## src/rtl/cfa_pkg.sv

```systemverilog
// Shared types, codes and defaults of the clock frame allocator.
package cfa_pkg;

    localparam int FRAMES_DEF    = 64;
    localparam int PAGE_BITS_DEF = 20;

    typedef enum logic [1:0] {
        FUNC_ALLOC  = 2'd0,
        FUNC_TOUCH  = 2'd1,
        FUNC_UNLOCK = 2'd2,
        FUNC_FREE   = 2'd3
    } func_t;

    typedef enum logic [1:0] {
        STAT_EMPTY = 2'd0,
        STAT_EVICT = 2'd1,
        STAT_NONE  = 2'd2
    } status_t;

    // Per-frame flag word kept in the flag RAM.
    typedef struct packed {
        logic occupied;
        logic locked;
        logic referenced;
    } flags_t;

    // Verdict of the frame evaluator on one frame.
    typedef struct packed {
        logic grant;
        logic second_chance;
        logic last;
    } dec_t;

endpackage

```

## src/rtl/cfa_ram.sv

```systemverilog
// Single-port-write, single-port-read RAM with registered read and write bypass.
module cfa_ram #(
    parameter int WIDTH = 8,
    parameter int DEPTH = 64,
    localparam int AW = $clog2(DEPTH)
) (
    input  logic             aclk,
    input  logic             we,
    input  logic [AW-1:0]    waddr,
    input  logic [WIDTH-1:0] wdata,
    input  logic [AW-1:0]    raddr,
    output logic [WIDTH-1:0] rdata
);

    logic [WIDTH-1:0] mem [DEPTH];
    logic [WIDTH-1:0] mem_q_reg;
    logic [WIDTH-1:0] byp_data_reg;
    logic             byp_hit_reg;

    always_ff @(posedge aclk) begin
        if (we) begin
            mem[waddr] <= wdata;
        end
        mem_q_reg    <= mem[raddr];
        byp_hit_reg  <= we && (waddr == raddr);
        byp_data_reg <= wdata;
    end

    // A read that collides with a write returns the new data.
    assign rdata = byp_hit_reg ? byp_data_reg : mem_q_reg;

endmodule

```

## src/rtl/cfa_frame_eval.sv

```systemverilog
// Frame evaluator: judges one frame's flags for the free scan or the clock sweep.
module cfa_frame_eval #(
    parameter int IDX_W = 6,
    parameter int CNT_W = 8
) (
    input  logic              sweep_mode,
    input  cfa_pkg::flags_t   flags,
    input  logic [IDX_W-1:0]  ev_idx,
    input  logic [IDX_W-1:0]  last_idx,
    input  logic [CNT_W-1:0]  ev_cnt,
    input  logic [CNT_W-1:0]  sweep_last,
    output cfa_pkg::dec_t     dec
);

    logic usable;

    assign usable = !flags.locked && flags.occupied;

    always_comb begin
        if (sweep_mode) begin
            dec.grant         = usable && !flags.referenced;
            dec.second_chance = usable && flags.referenced;
            dec.last          = (ev_cnt == sweep_last);
        end else begin
            dec.grant         = !flags.locked && !flags.occupied;
            dec.second_chance = 1'b0;
            dec.last          = (ev_idx == last_idx);
        end
    end

endmodule

```

## src/rtl/clock_frame_allocator_unit.sv

```systemverilog
// Top level of the clock (second chance) physical frame allocator.
//
// The block manages a table of FRAMES physical frames; the lowest frames_in_use of
// them (written through cfg_wr_en / cfg_wr_data, 0 acts as 1, values above FRAMES act
// as FRAMES) take part. A transaction on the s_ channel carries an operation in s_tuser:
// allocate, touch (mark referenced), unlock, or free. Only allocate returns a
// transaction on the m_ channel: status, granted frame, and the page evicted for
// write-back. Allocate first grants the lowest empty, unlocked frame; failing that the
// clock hand sweeps at most two turns, skipping locked and empty frames, clearing set
// referenced bits, and evicting the first unlocked, unreferenced occupied frame. A
// granted frame is left locked. All frame state sits in two RAMs with one read and one
// write port, walked one frame per cycle by a small sequencer around one shared frame
// evaluator, so the block takes one transaction at a time. Touch, unlock and free pass
// through a single operation state. An allocate scans the managed frames for an empty
// one; failing that it falls through to the sweep, in which the hand visits at most 2n
// frames, n being the managed frame count. An allocate also waits in its result state
// while the previous result still sits unaccepted on the m_ channel. After reset a
// clearing pass over all FRAMES frames zeroes the flag RAM; s_tready stays low during
// it, while configuration writes are taken at any time.
module clock_frame_allocator_unit #(
    parameter int FRAMES    = cfa_pkg::FRAMES_DEF,
    parameter int PAGE_BITS = cfa_pkg::PAGE_BITS_DEF,
    localparam int IDX_W      = $clog2(FRAMES),
    localparam int CFG_W      = $clog2(FRAMES + 1),
    localparam int IN_TDATA_W = ((IDX_W + PAGE_BITS + 7) / 8) * 8,
    localparam int OUT_TDATA_W = ((IDX_W + PAGE_BITS + 7) / 8) * 8
) (
    input  logic                   aclk,
    input  logic                   aresetn,
    // configuration: frames_in_use
    input  logic                   cfg_wr_en,
    input  logic [CFG_W-1:0]       cfg_wr_data,
    // request channel
    input  logic                   s_tvalid,
    output logic                   s_tready,
    input  logic [IN_TDATA_W-1:0]  s_tdata,   // frame_index, page_id, zero pad
    input  logic [1:0]             s_tuser,   // func
    // result channel
    output logic                   m_tvalid,
    input  logic                   m_tready,
    output logic [OUT_TDATA_W-1:0] m_tdata,   // granted_frame, evicted_page, zero pad
    output logic [2:0]             m_tuser    // status, evicted_valid
);

    localparam int CNT_W = $clog2(FRAMES) + 2;

    typedef enum logic [2:0] {
        ST_CLEAR,
        ST_IDLE,
        ST_OP,
        ST_SCAN,
        ST_SWEEP,
        ST_RESULT
    } state_t;

    state_t                  state_reg;
    logic [CFG_W-1:0]        cfg_reg;
    cfa_pkg::func_t          func_reg;
    logic [IDX_W-1:0]        idx_reg;
    logic [PAGE_BITS-1:0]    page_reg;
    logic [IDX_W-1:0]        ptr_reg;
    logic [IDX_W-1:0]        hand_reg;
    logic [IDX_W-1:0]        clr_idx_reg;
    logic                    ev_valid_reg;
    logic [IDX_W-1:0]        ev_idx_reg;
    logic [CNT_W-1:0]        iss_cnt_reg;
    logic [CNT_W-1:0]        ev_cnt_reg;
    cfa_pkg::status_t        res_status_reg;
    logic [IDX_W-1:0]        res_frame_reg;
    logic [PAGE_BITS-1:0]    res_page_reg;
    logic                    m_tvalid_reg;
    logic [OUT_TDATA_W-1:0]  m_tdata_reg;
    logic [2:0]              m_tuser_reg;

    // unpacked request fields
    logic [IDX_W-1:0]        s_frame_index;
    logic [PAGE_BITS-1:0]    s_page_id;
    cfa_pkg::func_t          s_func;
    logic                    s_accept;

    // managed frame count and derived limits
    logic [CFG_W-1:0]        n_mgd;
    logic [IDX_W-1:0]        last_idx;
    logic [CNT_W-1:0]        n_cnt;
    logic [CNT_W-1:0]        n2_cnt;
    logic [CNT_W-1:0]        sweep_last;
    logic [IDX_W-1:0]        hand_start;
    logic [IDX_W-1:0]        ptr_next;
    logic [IDX_W-1:0]        ev_next;
    logic                    idx_in_range;

    // RAM ports
    logic                    issue;
    logic [IDX_W-1:0]        rd_addr;
    logic                    flag_we;
    logic [IDX_W-1:0]        flag_waddr;
    cfa_pkg::flags_t         flag_wdata;
    cfa_pkg::flags_t         flag_rdata;
    logic                    own_we;
    logic [PAGE_BITS-1:0]    own_rdata;

    cfa_pkg::dec_t           dec;
    cfa_pkg::flags_t         granted_flags;

    assign s_frame_index = s_tdata[IDX_W-1:0];
    assign s_page_id     = s_tdata[IDX_W +: PAGE_BITS];
    assign s_func        = cfa_pkg::func_t'(s_tuser);
    assign s_tready      = (state_reg == ST_IDLE);
    assign s_accept      = s_tvalid && s_tready;

    assign m_tvalid = m_tvalid_reg;
    assign m_tdata  = m_tdata_reg;
    assign m_tuser  = m_tuser_reg;

    // Clamp the register: 0 acts as 1, above FRAMES acts as FRAMES.
    always_comb begin
        if (cfg_reg == '0) begin
            n_mgd = CFG_W'(1);
        end else if (cfg_reg > CFG_W'(FRAMES)) begin
            n_mgd = CFG_W'(FRAMES);
        end else begin
            n_mgd = cfg_reg;
        end
    end

    assign last_idx     = IDX_W'(n_mgd - CFG_W'(1));
    assign n_cnt        = CNT_W'(n_mgd);
    assign n2_cnt       = n_cnt << 1;
    assign sweep_last   = n2_cnt - CNT_W'(1);
    assign hand_start   = (CFG_W'(hand_reg) >= n_mgd) ? '0 : hand_reg;
    assign ptr_next     = (ptr_reg == last_idx) ? '0 : ptr_reg + IDX_W'(1);
    assign ev_next      = (ev_idx_reg == last_idx) ? '0 : ev_idx_reg + IDX_W'(1);
    assign idx_in_range = (CFG_W'(idx_reg) < n_mgd);

    assign granted_flags = '{occupied: 1'b1, locked: 1'b1, referenced: 1'b0};

    cfa_frame_eval #(
        .IDX_W (IDX_W),
        .CNT_W (CNT_W)
    ) u_eval (
        .sweep_mode (state_reg == ST_SWEEP),
        .flags      (flag_rdata),
        .ev_idx     (ev_idx_reg),
        .last_idx   (last_idx),
        .ev_cnt     (ev_cnt_reg),
        .sweep_last (sweep_last),
        .dec        (dec)
    );

    // Drive the RAM ports for the current step.
    always_comb begin
        issue      = 1'b0;
        rd_addr    = ptr_reg;
        flag_we    = 1'b0;
        flag_waddr = ev_idx_reg;
        flag_wdata = granted_flags;
        own_we     = 1'b0;
        unique case (state_reg)
            ST_CLEAR: begin
                flag_we    = 1'b1;
                flag_waddr = clr_idx_reg;
                flag_wdata = '0;
            end
            ST_IDLE: begin
                // fetch the target frame while the request is taken
                rd_addr = s_frame_index;
            end
            ST_OP: begin
                flag_waddr = idx_reg;
                flag_wdata = flag_rdata;
                flag_we    = idx_in_range;
                case (func_reg)
                    cfa_pkg::FUNC_TOUCH: begin
                        flag_wdata.referenced = flag_rdata.referenced
                                                || flag_rdata.occupied;
                    end
                    cfa_pkg::FUNC_UNLOCK: begin
                        flag_wdata.locked = 1'b0;
                    end
                    cfa_pkg::FUNC_FREE: begin
                        flag_wdata = '0;
                    end
                    default: begin
                        flag_we = 1'b0;
                    end
                endcase
            end
            ST_SCAN: begin
                issue = (iss_cnt_reg < n_cnt);
                if (ev_valid_reg && dec.grant) begin
                    flag_we = 1'b1;
                    own_we  = 1'b1;
                end
            end
            ST_SWEEP: begin
                issue = (iss_cnt_reg < n2_cnt);
                if (ev_valid_reg && dec.grant) begin
                    flag_we = 1'b1;
                    own_we  = 1'b1;
                end else if (ev_valid_reg && dec.second_chance) begin
                    // second chance: drop the referenced bit, keep the rest
                    flag_we    = 1'b1;
                    flag_wdata = flag_rdata;
                    flag_wdata.referenced = 1'b0;
                end
            end
            ST_RESULT: begin
            end
            default: begin
            end
        endcase
    end

    cfa_ram #(
        .WIDTH ($bits(cfa_pkg::flags_t)),
        .DEPTH (FRAMES)
    ) u_flag_ram (
        .aclk  (aclk),
        .we    (flag_we),
        .waddr (flag_waddr),
        .wdata (flag_wdata),
        .raddr (rd_addr),
        .rdata (flag_rdata)
    );

    cfa_ram #(
        .WIDTH (PAGE_BITS),
        .DEPTH (FRAMES)
    ) u_owner_ram (
        .aclk  (aclk),
        .we    (own_we),
        .waddr (ev_idx_reg),
        .wdata (page_reg),
        .raddr (rd_addr),
        .rdata (own_rdata)
    );

    always_ff @(posedge aclk) begin
        if (!aresetn) begin
            state_reg    <= ST_CLEAR;
            cfg_reg      <= CFG_W'(FRAMES);
            hand_reg     <= '0;
            clr_idx_reg  <= '0;
            ev_valid_reg <= 1'b0;
            m_tvalid_reg <= 1'b0;
        end else begin
            if (cfg_wr_en) begin
                cfg_reg <= cfg_wr_data;
            end
            if (m_tvalid_reg && m_tready) begin
                m_tvalid_reg <= 1'b0;
            end
            unique case (state_reg)
                ST_CLEAR: begin
                    clr_idx_reg <= clr_idx_reg + IDX_W'(1);
                    if (clr_idx_reg == IDX_W'(FRAMES - 1)) begin
                        state_reg <= ST_IDLE;
                    end
                end
                ST_IDLE: begin
                    if (s_accept) begin
                        func_reg     <= s_func;
                        idx_reg      <= s_frame_index;
                        page_reg     <= s_page_id;
                        ptr_reg      <= '0;
                        iss_cnt_reg  <= '0;
                        ev_valid_reg <= 1'b0;
                        state_reg    <= (s_func == cfa_pkg::FUNC_ALLOC) ? ST_SCAN : ST_OP;
                    end
                end
                ST_OP: begin
                    state_reg <= ST_IDLE;
                end
                ST_SCAN: begin
                    // advance the read stream; evaluate the frame read last cycle
                    if (issue) begin
                        ptr_reg     <= ptr_next;
                        iss_cnt_reg <= iss_cnt_reg + CNT_W'(1);
                    end
                    ev_valid_reg <= issue;
                    ev_idx_reg   <= ptr_reg;
                    if (ev_valid_reg && dec.grant) begin
                        res_status_reg <= cfa_pkg::STAT_EMPTY;
                        res_frame_reg  <= ev_idx_reg;
                        res_page_reg   <= '0;
                        state_reg      <= ST_RESULT;
                    end else if (ev_valid_reg && dec.last) begin
                        // no empty frame: start the clock sweep
                        ptr_reg      <= hand_start;
                        hand_reg     <= hand_start;
                        iss_cnt_reg  <= '0;
                        ev_cnt_reg   <= '0;
                        ev_valid_reg <= 1'b0;
                        state_reg    <= ST_SWEEP;
                    end
                end
                ST_SWEEP: begin
                    if (issue) begin
                        ptr_reg     <= ptr_next;
                        iss_cnt_reg <= iss_cnt_reg + CNT_W'(1);
                    end
                    ev_valid_reg <= issue;
                    ev_idx_reg   <= ptr_reg;
                    if (ev_valid_reg) begin
                        ev_cnt_reg <= ev_cnt_reg + CNT_W'(1);
                        if (dec.grant) begin
                            res_status_reg <= cfa_pkg::STAT_EVICT;
                            res_frame_reg  <= ev_idx_reg;
                            res_page_reg   <= own_rdata;
                            hand_reg       <= ev_next;
                            state_reg      <= ST_RESULT;
                        end else if (dec.last) begin
                            // two turns without a victim: hand stays at its start
                            res_status_reg <= cfa_pkg::STAT_NONE;
                            res_frame_reg  <= '0;
                            res_page_reg   <= '0;
                            state_reg      <= ST_RESULT;
                        end
                    end
                end
                ST_RESULT: begin
                    // hold until the output register is free
                    if (!m_tvalid_reg || m_tready) begin
                        m_tvalid_reg <= 1'b1;
                        m_tdata_reg  <= OUT_TDATA_W'({res_page_reg, res_frame_reg});
                        m_tuser_reg  <= {res_status_reg == cfa_pkg::STAT_EVICT,
                                         res_status_reg};
                        state_reg    <= ST_IDLE;
                    end
                end
                default: begin
                    state_reg <= ST_IDLE;
                end
            endcase
        end
    end

endmodule

```

## config.mk

```make
export PLATFORM = sky130hd
export DESIGN_NAME = clock_frame_allocator_unit
export DESIGN_NICKNAME = d
export VERILOG_FILES = /design/src/rtl/cfa_pkg.sv /design/src/rtl/cfa_ram.sv /design/src/rtl/cfa_frame_eval.sv /design/src/rtl/clock_frame_allocator_unit.sv
export SDC_FILE = /design/constraint.sdc
export NUM_CORES = 2
export LEC_CHECK = 0
export ABC_AREA = 1
export BUFFER_PORTS_ARGS = -buffer_cell sky130_fd_sc_hd__buf_4
export CAP_MARGIN = 10
export CORE_MARGIN = 8
export CORE_UTILIZATION = 50
export DETAILED_ROUTE_END_ITERATION = 8
export PLACE_DENSITY = 0.66
export SLEW_MARGIN = 15
export SYNTH_ARGS = -nofsm -noshare
export SYNTH_HDL_FRONTEND = slang
export SYNTH_SLANG_ARGS = --single-unit
```

## constraint.sdc

```tcl
create_clock -name aclk -period 9 [get_ports aclk]
set_input_delay 1.8 -clock aclk [delete_from_list [all_inputs] [get_ports aclk]]
set_output_delay 1.8 -clock aclk [all_outputs]
set_load 0.01 [all_outputs]
```

==> run metrics <==
Final setup viols 0; top_reg_cell synth edfxtp_1; drc violations 0; post-synth top area share 72.1%; Synth async-reset ratio 0%; critical path startpoint category flop; critical path endpoint category flop; Nets 5,200; Max clock buf depth 3; Slew HR 20.9%; Final Util 56.1%; Hold Buf Count CTS 0; worst hold path type flop to flop; Finished Cell Area 73,600 um2; Leakage 23.6 nW; Slew @ Worst Pin 1190 ps; IO Port Bufs 70; First-pass DRT Iterations 5; Gate Count Post-Synth 5,111; max reg flops 1,280; num rows 133; HPWL Detailed 91.1 mm; I/O pin count 83; leading cell type by number of instances after synthesis edfxtp_1; placed cell area 68,600 um2; Post-Route WL 175 mm; post-layout min period 4580 ps; TNS Setup 0 ps; Hold Vio Cnt, Final 0; number of synthesized flops with an enable pin 1,585; status complete, no violations; total power 21.5 mW; Hold WS 418 ps; Root Driver clkbuf_16; RSZ-0062 raised after global routing no; Crit Path Category flop to flop; Worst path slowest cell nor2_2; cells resized by post-CTS repair 0; Die Y 379 um; Filler cells 10,400; CTS buffer count 164; Setup Buffers After CTS 0; worst IR drop on VDD 0.238 mV; synthesized cell area 66,000 um2; Final ANT Viol Nets 0; Worst-Skew Late Latency 790 ps; largest net degree at the start of global routing 217; Clock Pin Slew Worst Setup and Hold Paths 60 ps; first-pass GRT wire length 257 mm; f_max 218 MHz; Final GP Congestion 0.907; CP peak stage delay 650 ps; sequential cell area 49,000 um2; top post-synthesis cells by area edfxtp_1, nor2_1, o21ai_0; multi-input logic area 15,400 um2; number of global-route vias before repair 40,400; worst setup slack after layout 4420 ps; die width 379 um; sequential area share after synthesis 74.3%; Seq cells post-synth 1,657; worst path cell trace inv_1, nand2_1, nor2_2, inv_2, nor3_2, nor2_1, nor3_1, buf_4, nand2_1, nor2_2, buf_4; vias post-DR 42,600; synthesized area per cell 12.9 um2; Maximum Capacitance Violations 0; Netlist cell types 44; GRT Total Usage 23.8%; Post-synth top cells edfxtp_1, nor2_1, o21ai_0; die area 144,000 um2; clock sinks 1,657; final slew viol count 0; total congestion overflow 0; largest area contributor in the netlist edfxtp_1; Final Cycle Share 50.9%; CP Max Fanout 16; placed cells 6,714; clk_skew 47.2 ps; power per cell area 292 nW/um2; Worst EP arrival 5050 ps; Area growth syn-to-layout 11.6%; core area 131,000 um2; average vias per placed instance 6.08; synth warn 0; initial antenna violation count 6; Initial Util 50.3%; 1st-iter DRT viols 5,327; Avg WL per Cell 24.9 um; pre-CTS WS 3960 ps; H-tree depth 4; Worst EP required 9470 ps; final std cells w/o fill 7,012; CTS tree yes; layout cells sized above 1 9.67%
## cells in the final DEF, fill, tap and decap left out, types with 7 or more instances in the layout
master and instances:
buf_4 177, buf_12 10, clkinv_2 28, nor2_1 994, dfxtp_1 72, o211ai_1 277
inv_1 98, inv_2 7, xor2_1 20, clkinv_1 36, nand2_1 235, nand4_1 21
nand3_1 190, clkbuf_1 44, clkbuf_16 166, ha_1 29, o22ai_1 184, nor2_2 64
nor3_1 16, o21ai_1 264, edfxtp_1 1585, a21oi_1 57, o21ai_0 503, o221ai_1 91
nand4_2 8
## power by group
group | internal (mW) | switching, mW
combinational | 1.60 | 4.57
clock | 3.57 | 2.85
sequential | 8.76 | 0.140
## critical path, delay by kind of cell, from the launching register on
kind	cells	cell delay [ps]
and+or+nand+nor	7	2790
buffers and inverters	4	1110
DFF	1	350
## final cells by class
| type | instances | share of cell area [%] |
|---|---|---|
| clock inverter | 81 | 0.826 |
| clock buffer | 216 | 5.98 |
| tap | 1755 | 2.98 |
| inverter | 110 | 0.591 |
| timing repair buffer | 187 | 2.08 |
| sequential | 1657 | 66.6 |
| antenna | 1 | 0.00340 |
| multi-input combinational | 3005 | 21.0 |
## routing by layer
layer	GRT usage [%]	wire length, um
met4	10.2	7550
met5	0	30
met2	37.3	80600
met3	4.30	15900
met1	32.8	70500
## path summary, 6_finish.rpt
kind | from | endpoint | slack [ps] | depth (start not counted)
setup reg to reg | state_reg[1] | u_owner_ram.mem[16][15] | 4420 | 11
hold reg to reg | res_page_reg[6] | m_tdata[12] | 420 | 0
hold / removal | res_page_reg[6] | m_tdata[12] | 420 | 0
setup / recovery | state_reg[1] | u_owner_ram.mem[16][15] | 4420 | 11
## kinds of logic after synthesis
logic type,count (synthesis),synth area share [%]
AOI/OAI and AO/OA,1405,12.7
muxes,1,0.0152
buffers and inverters,454,2.78
xor gates and xnor gates,21,0.279
DFF,1657,74.3
and+or+nand+nor,1543,9.42
adders and majority gates,29,0.550
other,1,0.00568
No activity file was read; power rests on OpenSTA's default activity.
